<file path="src/sv/teq_pkg.sv">
// ----------------------------------------------------------------------------
// teq_pkg - shared types and codes for the timed event queue
// Command codes, result codes, the stored entry and the per-cell control word.
// ----------------------------------------------------------------------------
package teq_pkg;

	localparam int unsigned MODE_W   = 2;
	localparam int unsigned ID_W     = 8;
	localparam int unsigned TIME_W   = 32;
	localparam int unsigned STATUS_W = 2;

	typedef enum logic [MODE_W-1:0] {
		MODE_SCHEDULE = 2'd0,
		MODE_CANCEL   = 2'd1,
		MODE_SAMPLE   = 2'd2,
		MODE_NONE     = 2'd3
	} mode_t;

	typedef enum logic [STATUS_W-1:0] {
		STATUS_IDLE  = 2'd0,
		STATUS_FIRED = 2'd1,
		STATUS_FULL  = 2'd2
	} status_t;

	// one queue slot
	typedef struct packed {
		logic              valid;
		logic              never;
		logic [TIME_W-1:0] due;
		logic [ID_W-1:0]   id;
	} entry_t;

	// broadcast to every cell for the current item
	typedef struct packed {
		logic              insert;
		logic              cancel;
		logic              fire;
		logic              never;
		logic [TIME_W-1:0] due;
		logic [ID_W-1:0]   id;
	} ctrl_t;

endpackage

</file>
<file path="src/sv/teq_cmd_if.sv">
// ----------------------------------------------------------------------------
// teq_cmd_if - command channel of the timed event queue
// valid/ready handshake carrying one command item.
// ----------------------------------------------------------------------------
interface teq_cmd_if;
	logic                         valid;
	logic                         ready;
	logic [teq_pkg::MODE_W-1:0]   mode;
	logic [teq_pkg::ID_W-1:0]     event_id;
	logic [teq_pkg::TIME_W-1:0]   event_time;
	logic                         never_due;
	logic [teq_pkg::TIME_W-1:0]   clock_time;

	modport source (output valid, mode, event_id, event_time, never_due, clock_time,
		input ready);
	modport sink (input valid, mode, event_id, event_time, never_due, clock_time,
		output ready);
endinterface

</file>
<file path="src/sv/teq_res_if.sv">
// ----------------------------------------------------------------------------
// teq_res_if - result channel of the timed event queue
// valid/ready handshake carrying one result item.
// ----------------------------------------------------------------------------
interface teq_res_if;
	logic                         valid;
	logic                         ready;
	logic [teq_pkg::STATUS_W-1:0] status;
	logic [teq_pkg::ID_W-1:0]     fired_id;

	modport source (output valid, status, fired_id, input ready);
	modport sink (input valid, status, fired_id, output ready);
endinterface

</file>
<file path="src/sv/teq_cell.sv">
// ----------------------------------------------------------------------------
// teq_cell - one slot of the sorted shift chain
// Holds an entry; per item it holds, takes the new key, takes its left
// neighbour (insert shift) or takes its right neighbour (removal shift).
// ----------------------------------------------------------------------------
module teq_cell (
	input  logic            clk,
	input  logic            arst_n,
	input  teq_pkg::ctrl_t  ctrl,
	input  teq_pkg::entry_t prev_entry,
	input  logic            prev_gt,
	input  teq_pkg::entry_t next_entry,
	input  logic            match_in,
	output teq_pkg::entry_t entry,
	output logic            gt,
	output logic            match_out
);

	logic                       valid_q;
	logic                       never_q;
	logic [teq_pkg::TIME_W-1:0] due_q;
	logic [teq_pkg::ID_W-1:0]   id_q;
	teq_pkg::entry_t            cur_entry;
	teq_pkg::entry_t            entry_d;
	logic                       shift_left;

	assign cur_entry = '{valid: valid_q, never: never_q, due: due_q, id: id_q};

	// slot sorts strictly after the new key (empty slots count as after)
	always_comb begin
		if (!cur_entry.valid) begin
			gt = 1'b1;
		end else if (cur_entry.never) begin
			gt = !ctrl.never;
		end else begin
			gt = !ctrl.never && (cur_entry.due > ctrl.due);
		end
	end

	// first matching slot at or to the left of this one
	assign match_out  = match_in || (cur_entry.valid && (cur_entry.id == ctrl.id));
	assign shift_left = ctrl.fire || (ctrl.cancel && match_out);

	always_comb begin
		entry_d = cur_entry;
		priority if (ctrl.insert && gt && !prev_gt) begin
			entry_d.valid = 1'b1;
			entry_d.never = ctrl.never;
			entry_d.due   = ctrl.due;
			entry_d.id    = ctrl.id;
		end else if (ctrl.insert && gt) begin
			entry_d = prev_entry;
		end else if (shift_left) begin
			entry_d = next_entry;
		end
	end

	always_ff @(posedge clk or negedge arst_n) begin
		if (!arst_n) begin
			valid_q <= 1'b0;
		end else begin
			valid_q <= entry_d.valid;
		end
	end

	always_ff @(posedge clk) begin
		never_q <= entry_d.never;
		due_q   <= entry_d.due;
		id_q    <= entry_d.id;
	end

	assign entry = cur_entry;

endmodule

</file>
<file path="src/sv/timed_event_queue.sv">
// ----------------------------------------------------------------------------
// timed_event_queue - time-sorted event queue built as a shift-insert chain
// Keeps up to QUEUE_DEPTH events in ascending due order, never-due last,
// ties in arrival order; schedules, cancels and fires the head on a sample.
// ----------------------------------------------------------------------------
//
//   channel | dir | payload                                        | handshake
//   --------+-----+------------------------------------------------+-----------
//   cmd     | in  | mode, event_id, event_time, never_due,         | valid/ready
//           |     | clock_time                                     |
//   res     | out | status, fired_id                               | valid/ready
//
// One item per cycle: every cell decides its next content from its own
// compare and its neighbours, so a schedule, cancel or sample completes in
// the cycle it is accepted and its result sits in the output register next.
// Reset clears every cell's valid bit (empty queue) and the result valid flag.
// A stalled result holds cmd.ready low until res is taken; there is no other
// wait state.
//
module timed_event_queue #(
	parameter int unsigned QUEUE_DEPTH = 16
) (
	input  logic     clk,
	input  logic     arst_n,
	teq_cmd_if.sink  cmd,
	teq_res_if.source res
);

	teq_pkg::entry_t                 cell_entry [QUEUE_DEPTH];
	logic            [QUEUE_DEPTH-1:0] cell_gt;
	logic            [QUEUE_DEPTH-1:0] cell_match;
	teq_pkg::ctrl_t                  ctrl;
	teq_pkg::mode_t                  mode;
	teq_pkg::entry_t                 empty_entry;

	logic                            accept;
	logic                            full;
	logic                            head_due;
	teq_pkg::status_t                status_d;
	logic [teq_pkg::ID_W-1:0]        fired_d;

	logic                            res_valid_q;
	teq_pkg::status_t                status_q;
	logic [teq_pkg::ID_W-1:0]        fired_q;

	// output register frees the command side as soon as the result is taken
	assign cmd.ready = !res_valid_q || res.ready;
	assign accept    = cmd.valid && cmd.ready;
	assign mode      = teq_pkg::mode_t'(cmd.mode);

	// queue is full once the last slot is occupied (valid bits form a prefix)
	assign full     = cell_entry[QUEUE_DEPTH-1].valid;
	// head fires if it is timed and its due time has been reached
	assign head_due = cell_entry[0].valid && !cell_entry[0].never
		&& (cell_entry[0].due <= cmd.clock_time);

	// broadcast word; only one of insert, cancel, fire per item
	always_comb begin
		ctrl        = '0;
		ctrl.never  = cmd.never_due;
		ctrl.due    = cmd.event_time;
		ctrl.id     = cmd.event_id;
		status_d    = teq_pkg::STATUS_IDLE;
		fired_d     = '0;
		unique case (mode)
			teq_pkg::MODE_SCHEDULE: begin
				if (full) begin
					status_d = teq_pkg::STATUS_FULL;
				end else begin
					ctrl.insert = accept;
				end
			end
			teq_pkg::MODE_CANCEL: begin
				ctrl.cancel = accept;
			end
			teq_pkg::MODE_SAMPLE: begin
				if (head_due) begin
					ctrl.fire = accept;
					status_d  = teq_pkg::STATUS_FIRED;
					fired_d   = cell_entry[0].id;
				end
			end
			default: begin
			end
		endcase
	end

	// chain ends: nothing to the left sorts after, nothing beyond the right end
	assign empty_entry = '0;

	for (genvar k = 0; k < QUEUE_DEPTH; k++) begin : g_cell
		teq_pkg::entry_t prev_entry;
		teq_pkg::entry_t next_entry;
		logic            prev_gt;
		logic            match_in;

		if (k == 0) begin : g_first
			assign prev_entry = empty_entry;
			assign prev_gt    = 1'b0;
			assign match_in   = 1'b0;
		end else begin : g_mid
			assign prev_entry = cell_entry[k-1];
			assign prev_gt    = cell_gt[k-1];
			assign match_in   = cell_match[k-1];
		end

		if (k == QUEUE_DEPTH - 1) begin : g_last
			assign next_entry = empty_entry;
		end else begin : g_inner
			assign next_entry = cell_entry[k+1];
		end

		teq_cell u_cell (
			.clk        (clk),
			.arst_n     (arst_n),
			.ctrl       (ctrl),
			.prev_entry (prev_entry),
			.prev_gt    (prev_gt),
			.next_entry (next_entry),
			.match_in   (match_in),
			.entry      (cell_entry[k]),
			.gt         (cell_gt[k]),
			.match_out  (cell_match[k])
		);
	end

	// result register
	always_ff @(posedge clk or negedge arst_n) begin
		if (!arst_n) begin
			res_valid_q <= 1'b0;
		end else if (accept) begin
			res_valid_q <= 1'b1;
		end else if (res.ready) begin
			res_valid_q <= 1'b0;
		end
	end

	always_ff @(posedge clk) begin
		if (accept) begin
			status_q <= status_d;
			fired_q  <= fired_d;
		end
	end

	assign res.valid    = res_valid_q;
	assign res.status   = status_q;
	assign res.fired_id = fired_q;

endmodule
</file>
<file path="src/flat_wrapper.sv">
// flat-port wrapper written by rule: the top's interface ports become plain ports
module timed_event_queue_flat 
#(
	parameter int unsigned QUEUE_DEPTH = 16
)
  (clk, arst_n, cmd_valid, cmd_mode, cmd_event_id, cmd_event_time, cmd_never_due, cmd_clock_time, cmd_ready, res_valid, res_status, res_fired_id, res_ready);
  teq_cmd_if cmd_i ();
  teq_res_if res_i ();
  input  logic clk;
  input  logic arst_n;
  input wire logic [$bits(cmd_i.valid)-1:0] cmd_valid;
  input wire logic [$bits(cmd_i.mode)-1:0] cmd_mode;
  input wire logic [$bits(cmd_i.event_id)-1:0] cmd_event_id;
  input wire logic [$bits(cmd_i.event_time)-1:0] cmd_event_time;
  input wire logic [$bits(cmd_i.never_due)-1:0] cmd_never_due;
  input wire logic [$bits(cmd_i.clock_time)-1:0] cmd_clock_time;
  output wire logic [$bits(cmd_i.ready)-1:0] cmd_ready;
  output wire logic [$bits(res_i.valid)-1:0] res_valid;
  output wire logic [$bits(res_i.status)-1:0] res_status;
  output wire logic [$bits(res_i.fired_id)-1:0] res_fired_id;
  input wire logic [$bits(res_i.ready)-1:0] res_ready;
  assign cmd_i.valid = cmd_valid;
  assign cmd_i.mode = cmd_mode;
  assign cmd_i.event_id = cmd_event_id;
  assign cmd_i.event_time = cmd_event_time;
  assign cmd_i.never_due = cmd_never_due;
  assign cmd_i.clock_time = cmd_clock_time;
  assign cmd_ready = cmd_i.ready;
  assign res_valid = res_i.valid;
  assign res_status = res_i.status;
  assign res_fired_id = res_i.fired_id;
  assign res_i.ready = res_ready;
  timed_event_queue #(.QUEUE_DEPTH(QUEUE_DEPTH)) u_core (.clk(clk), .arst_n(arst_n), .cmd(cmd_i), .res(res_i));
endmodule
</file>
<file path="config.mk">
export PLATFORM = sky130hd
export DESIGN_NAME = timed_event_queue_flat
export DESIGN_NICKNAME = d
export VERILOG_FILES = /design/src/sv/teq_pkg.sv /design/src/sv/teq_cmd_if.sv /design/src/sv/teq_res_if.sv /design/src/sv/teq_cell.sv /design/src/sv/timed_event_queue.sv /design/src/flat_wrapper.sv
export SDC_FILE = /design/constraint.sdc
export NUM_CORES = 2
export LEC_CHECK = 0
export BUFFER_PORTS_ARGS = -buffer_cell sky130_fd_sc_hd__buf_4
export CORE_ASPECT_RATIO = 1.1
export CORE_MARGIN = 3
export CORE_UTILIZATION = 45
export CTS_CLUSTER_DIAMETER = 150
export DETAILED_ROUTE_END_ITERATION = 10
export PLACE_DENSITY = 0.71
export SYNTH_ARGS = -nofsm -noshare
export SYNTH_HDL_FRONTEND = slang
export SYNTH_SLANG_ARGS = --single-unit
</file>
<file path="constraint.sdc">
create_clock -name clk -period 4.9 [get_ports clk]
set_input_delay 0.245 -clock clk [delete_from_list [all_inputs] [get_ports clk]]
set_output_delay 0.245 -clock clk [all_outputs]
set_load 0.02 [all_outputs]
</file>
==> reports/qor.yml <==
outcome:
  status: "finished clean"
synth:
  synth-xor-area-share_pct: 2.15
  yosysSeqAreaShare_pct: 39.2
  ys_warn_count: 0
  ys_ff_latch: 683
  postSynth.asyncResetShare_pct: 2.49
  synth_nets: 5720
  synthAdderAreaFrac_pct: 12.3
  synth_edf_count: 666
  avgSynthCellArea_um2: 10.2
  syn-cell-area_mm2: 0.0521
  ys.flop_type: "edfxtp_1"
  syn_inst: 5129
  synth.distinct_cells: 90
  synthMuxAreaShare_pct: 11.2
  synth_top_family_by_area: "compound AO/OA/AOI/OAI gates"
  synth-simple-area-share_pct: 11.5
  synth_compound_area_share_pct: 19.2
clock_network:
  clock_path_buffers: 3
  htreeDepth: 3
  cts_made_buffers: 78
  root_buffer: "clkbuf_16"
  clock_latency_ns: 0.66
  clk_pin_slew_ns: 0.06
  cts_tree: "done"
  clock_sinks: 683
sta:
  skew_ns: 0.0360
  rsz0062_at_grt: "no"
  final_max_slew_viol_count: 0
  final_hold_viol_count: 0
  period_share_pct: 84.8
  finalCriticalPeriod_ns: 4.16
  setup_viol: 0
  max_freq_ghz: 0.241
  max-slew-margin-rel_pct: 17.2
  setup_tns_ns: 0
  tightest_slew_ns: 1.24
power_and_ir_drop:
  ir_drop_mv: 0.303
  cellPowerDensity_mw_per_mm2: 350
  leakage_nw: 21.1
critical_path:
  crit_path_start: "u_core.g_cell[0].u_cell.due_q[25]$_DFFE_PP_"
  r2r-start: "u_core.g_cell[0].u_cell.due_q[25]$_DFFE_PP_"
  reg2reg_slack_ns: 0.74
  critPathCaptureType: "flip-flop"
  r2r-end: "u_core.g_cell[2].u_cell.due_q[20]$_DFFE_PP_"
  crit_type: "reg2reg"
  start_kind: "flip-flop"
  cp.required_ns: 5.14
  cp_max_fo: 41
  cp.arrival_ns: 4.40
  worstRegToRegCells: 7
floorplanning:
  row_count: 130
  die_h_um: 363
  start_util_pct: 45.5
  pin_count: 91
  fp.dieW_um: 330
  core_area_mm2: 0.115
  die_area_mm2: 0.120
detailed_routing:
  first_pass_iters: 8
  drc_errors: 0
  drt_iter0_markers: 5100
  vias: 45100
  drt-total-wl_mm: 174
  routedWlPerCell_um: 26.2
  vias_per_cell: 6.80
  ant_nets: 0
final_layout:
  mostFrequentLayoutCell: "edfxtp_1"
  finish.net_count: 5639
  mostFrequentLayoutCells: "666 x edfxtp_1, 517 x o21ai_0, 512 x ha_1"
  areaGrowthSynthToFinish_pct: 10.6
  fill_cells: 10300
  finalInstanceArea_mm2: 0.0576
  drive_gt1_share_pct: 17.8
  utilization_pct: 50.3
place:
  dpl.hpwl_mm: 126
  gp_congestion: 0.956
  place_area_mm2: 0.0548
  io_buffer_count: 90
hold_path:
  hold_class: "in2async"
global_route:
  grt_pass1_vias: 44500
  grtUsageTotal_pct: 28.0
  grt-ovfl-total: 0
  antenna_found_initial: 7
  grt_max_degree: 85
  grt_pass1_wl_mm: 264
run:
  cap_violations: 0
## final cells by class
class	count	area, um2	share of cell area (%)
Inverter	107	402	0.697
Timing Repair Buffer	298	2510	4.36
Antenna cell	2	5.00	0.00868
Clock inverter	43	592	1.03
Tap cell	1518	1900	3.29
Clock buffer	102	2160	3.74
Multi-Input combinational cell	3880	29700	51.4
Sequential cell	683	20400	35.4
## power by group
group          switching, W  internal [W]  total (W)  leakage, nW
clock network       0.00264       0.00385    0.00650         1.33
logic               0.00391       0.00234    0.00624         13.6
registers          0.000508       0.00691    0.00742         6.25
## cells by family after synthesis
logic type	after synthesis
fa+ha+maj	512
mux	532
compound gates	1559
buf+inv	566
xor+xnor	128
flops	683
simple gates	1149
## synth_stat cells (17+ instances only)
| master | instances | area share, % |
|---|---|---|
| inv_1 | 105 | 0.76 |
| xnor2_1 | 93 | 1.6 |
| xor2_1 | 35 | 0.59 |
| a21o_1 | 51 | 0.73 |
| o21ai_1 | 20 | 0.19 |
| nor3b_1 | 37 | 0.53 |
| nor2_1 | 219 | 1.6 |
| a32oi_1 | 40 | 0.67 |
| a21oi_1 | 352 | 3.4 |
| nand2_1 | 123 | 0.89 |
| a31oi_1 | 259 | 3.1 |
| dfrtp_1 | 17 | 0.82 |
| nand3_1 | 352 | 3.4 |
| and2_1 | 17 | 0.20 |
| mux2_2 | 387 | 8.4 |
| nor3_1 | 79 | 0.76 |
| mux2i_1 | 131 | 2.5 |
| clkbuf_1 | 349 | 2.5 |
| nor2b_1 | 25 | 0.30 |
| buf_1 | 19 | 0.14 |
| o21ai_0 | 517 | 5.0 |
| edfxtp_1 | 666 | 38 |
| nor4_1 | 41 | 0.49 |
| ha_1 | 512 | 12 |
| a31oi_4 | 39 | 1.6 |
| nand4_1 | 152 | 1.8 |
| nand2b_1 | 18 | 0.22 |
| o211ai_1 | 93 | 1.3 |
| buf_2 | 71 | 0.68 |
| o21a_1 | 25 | 0.36 |
| a32o_1 | 41 | 0.79 |
| a211oi_1 | 25 | 0.36 |
## worst max-delay path: stages, from the launching register on
cell,delay [ns]
edfxtp_1,0.48
ha_1,0.33
a21oi_1,0.14
o21a_1,0.16
a2bb2oi_1,0.62
a21oi_1,0.23
o31ai_1,0.73
or2_2,1.04
## flip-flops by register name, indices dropped and copies added, names as in the netlist
name,cells
u_core.g_cell.u_cell.due_q,512
u_core.g_cell.u_cell.never_q,16
u_core.g_cell.u_cell.id_q,128
u_core.res.valid,1
u_core.res.fired_id,8
u_core.g_cell.u_cell.valid_q,16
u_core.res.status,2
## metrics by stage
step                      worst slack (ns)  std cells  power [W]  hold slack, ns
final                                0.742       6633     0.0202          0.0805
after global placement               0.555       6481     0.0134           0.149
after CTS                            0.868       6631     0.0200          0.0508
after detailed placement             0.408       6481     0.0136           0.151
after global routing                 0.658       6631     0.0209          0.0958
after floorplan                      0.443       5129     0.0117         -0.0506
## worst max-delay path by stage
stage	endpoint	slack (ns)
6_report	u_core.g_cell[2].u_cell.due_q[20]$_DFFE_PP_	0.74
5_1_grt	u_core.g_cell[13].u_cell.due_q[26]$_DFFE_PP_	0.66
4_1_cts	u_core.g_cell[10].u_cell.due_q[31]$_DFFE_PP_	0.87
3_5_place_dp	u_core.g_cell[13].u_cell.due_q[25]$_DFFE_PP_	0.41
3_3_place_gp	u_core.g_cell[13].u_cell.id_q[2]$_DFFE_PP_	0.55
2_1_floorplan	u_core.g_cell[12].u_cell.due_q[0]$_DFFE_PP_	0.44
## repair_timing
action                    4_1_cts  5_1_grt
buffers inserted                0        0
hold buffers                    5        0
hold endpoints to repair       19        0
gates resized for setup         0        0
## layer usage
| metal | share of wire, % | global-route usage (%) | wire length (um) | vias up |
|---|---|---|---|---|
| met5 | 0.026 | 0 | 45 | - |
| met4 | 5.8 | 15.3 | 10000 | 6 |
| met3 | 8.2 | 4.42 | 14300 | 589 |
| met2 | 47 | 45.8 | 81500 | 2460 |
| met1 | 39 | 35.6 | 67700 | 22200 |
| li1 | - | - | - | 19900 |
(Power assumes the default switching activity.)
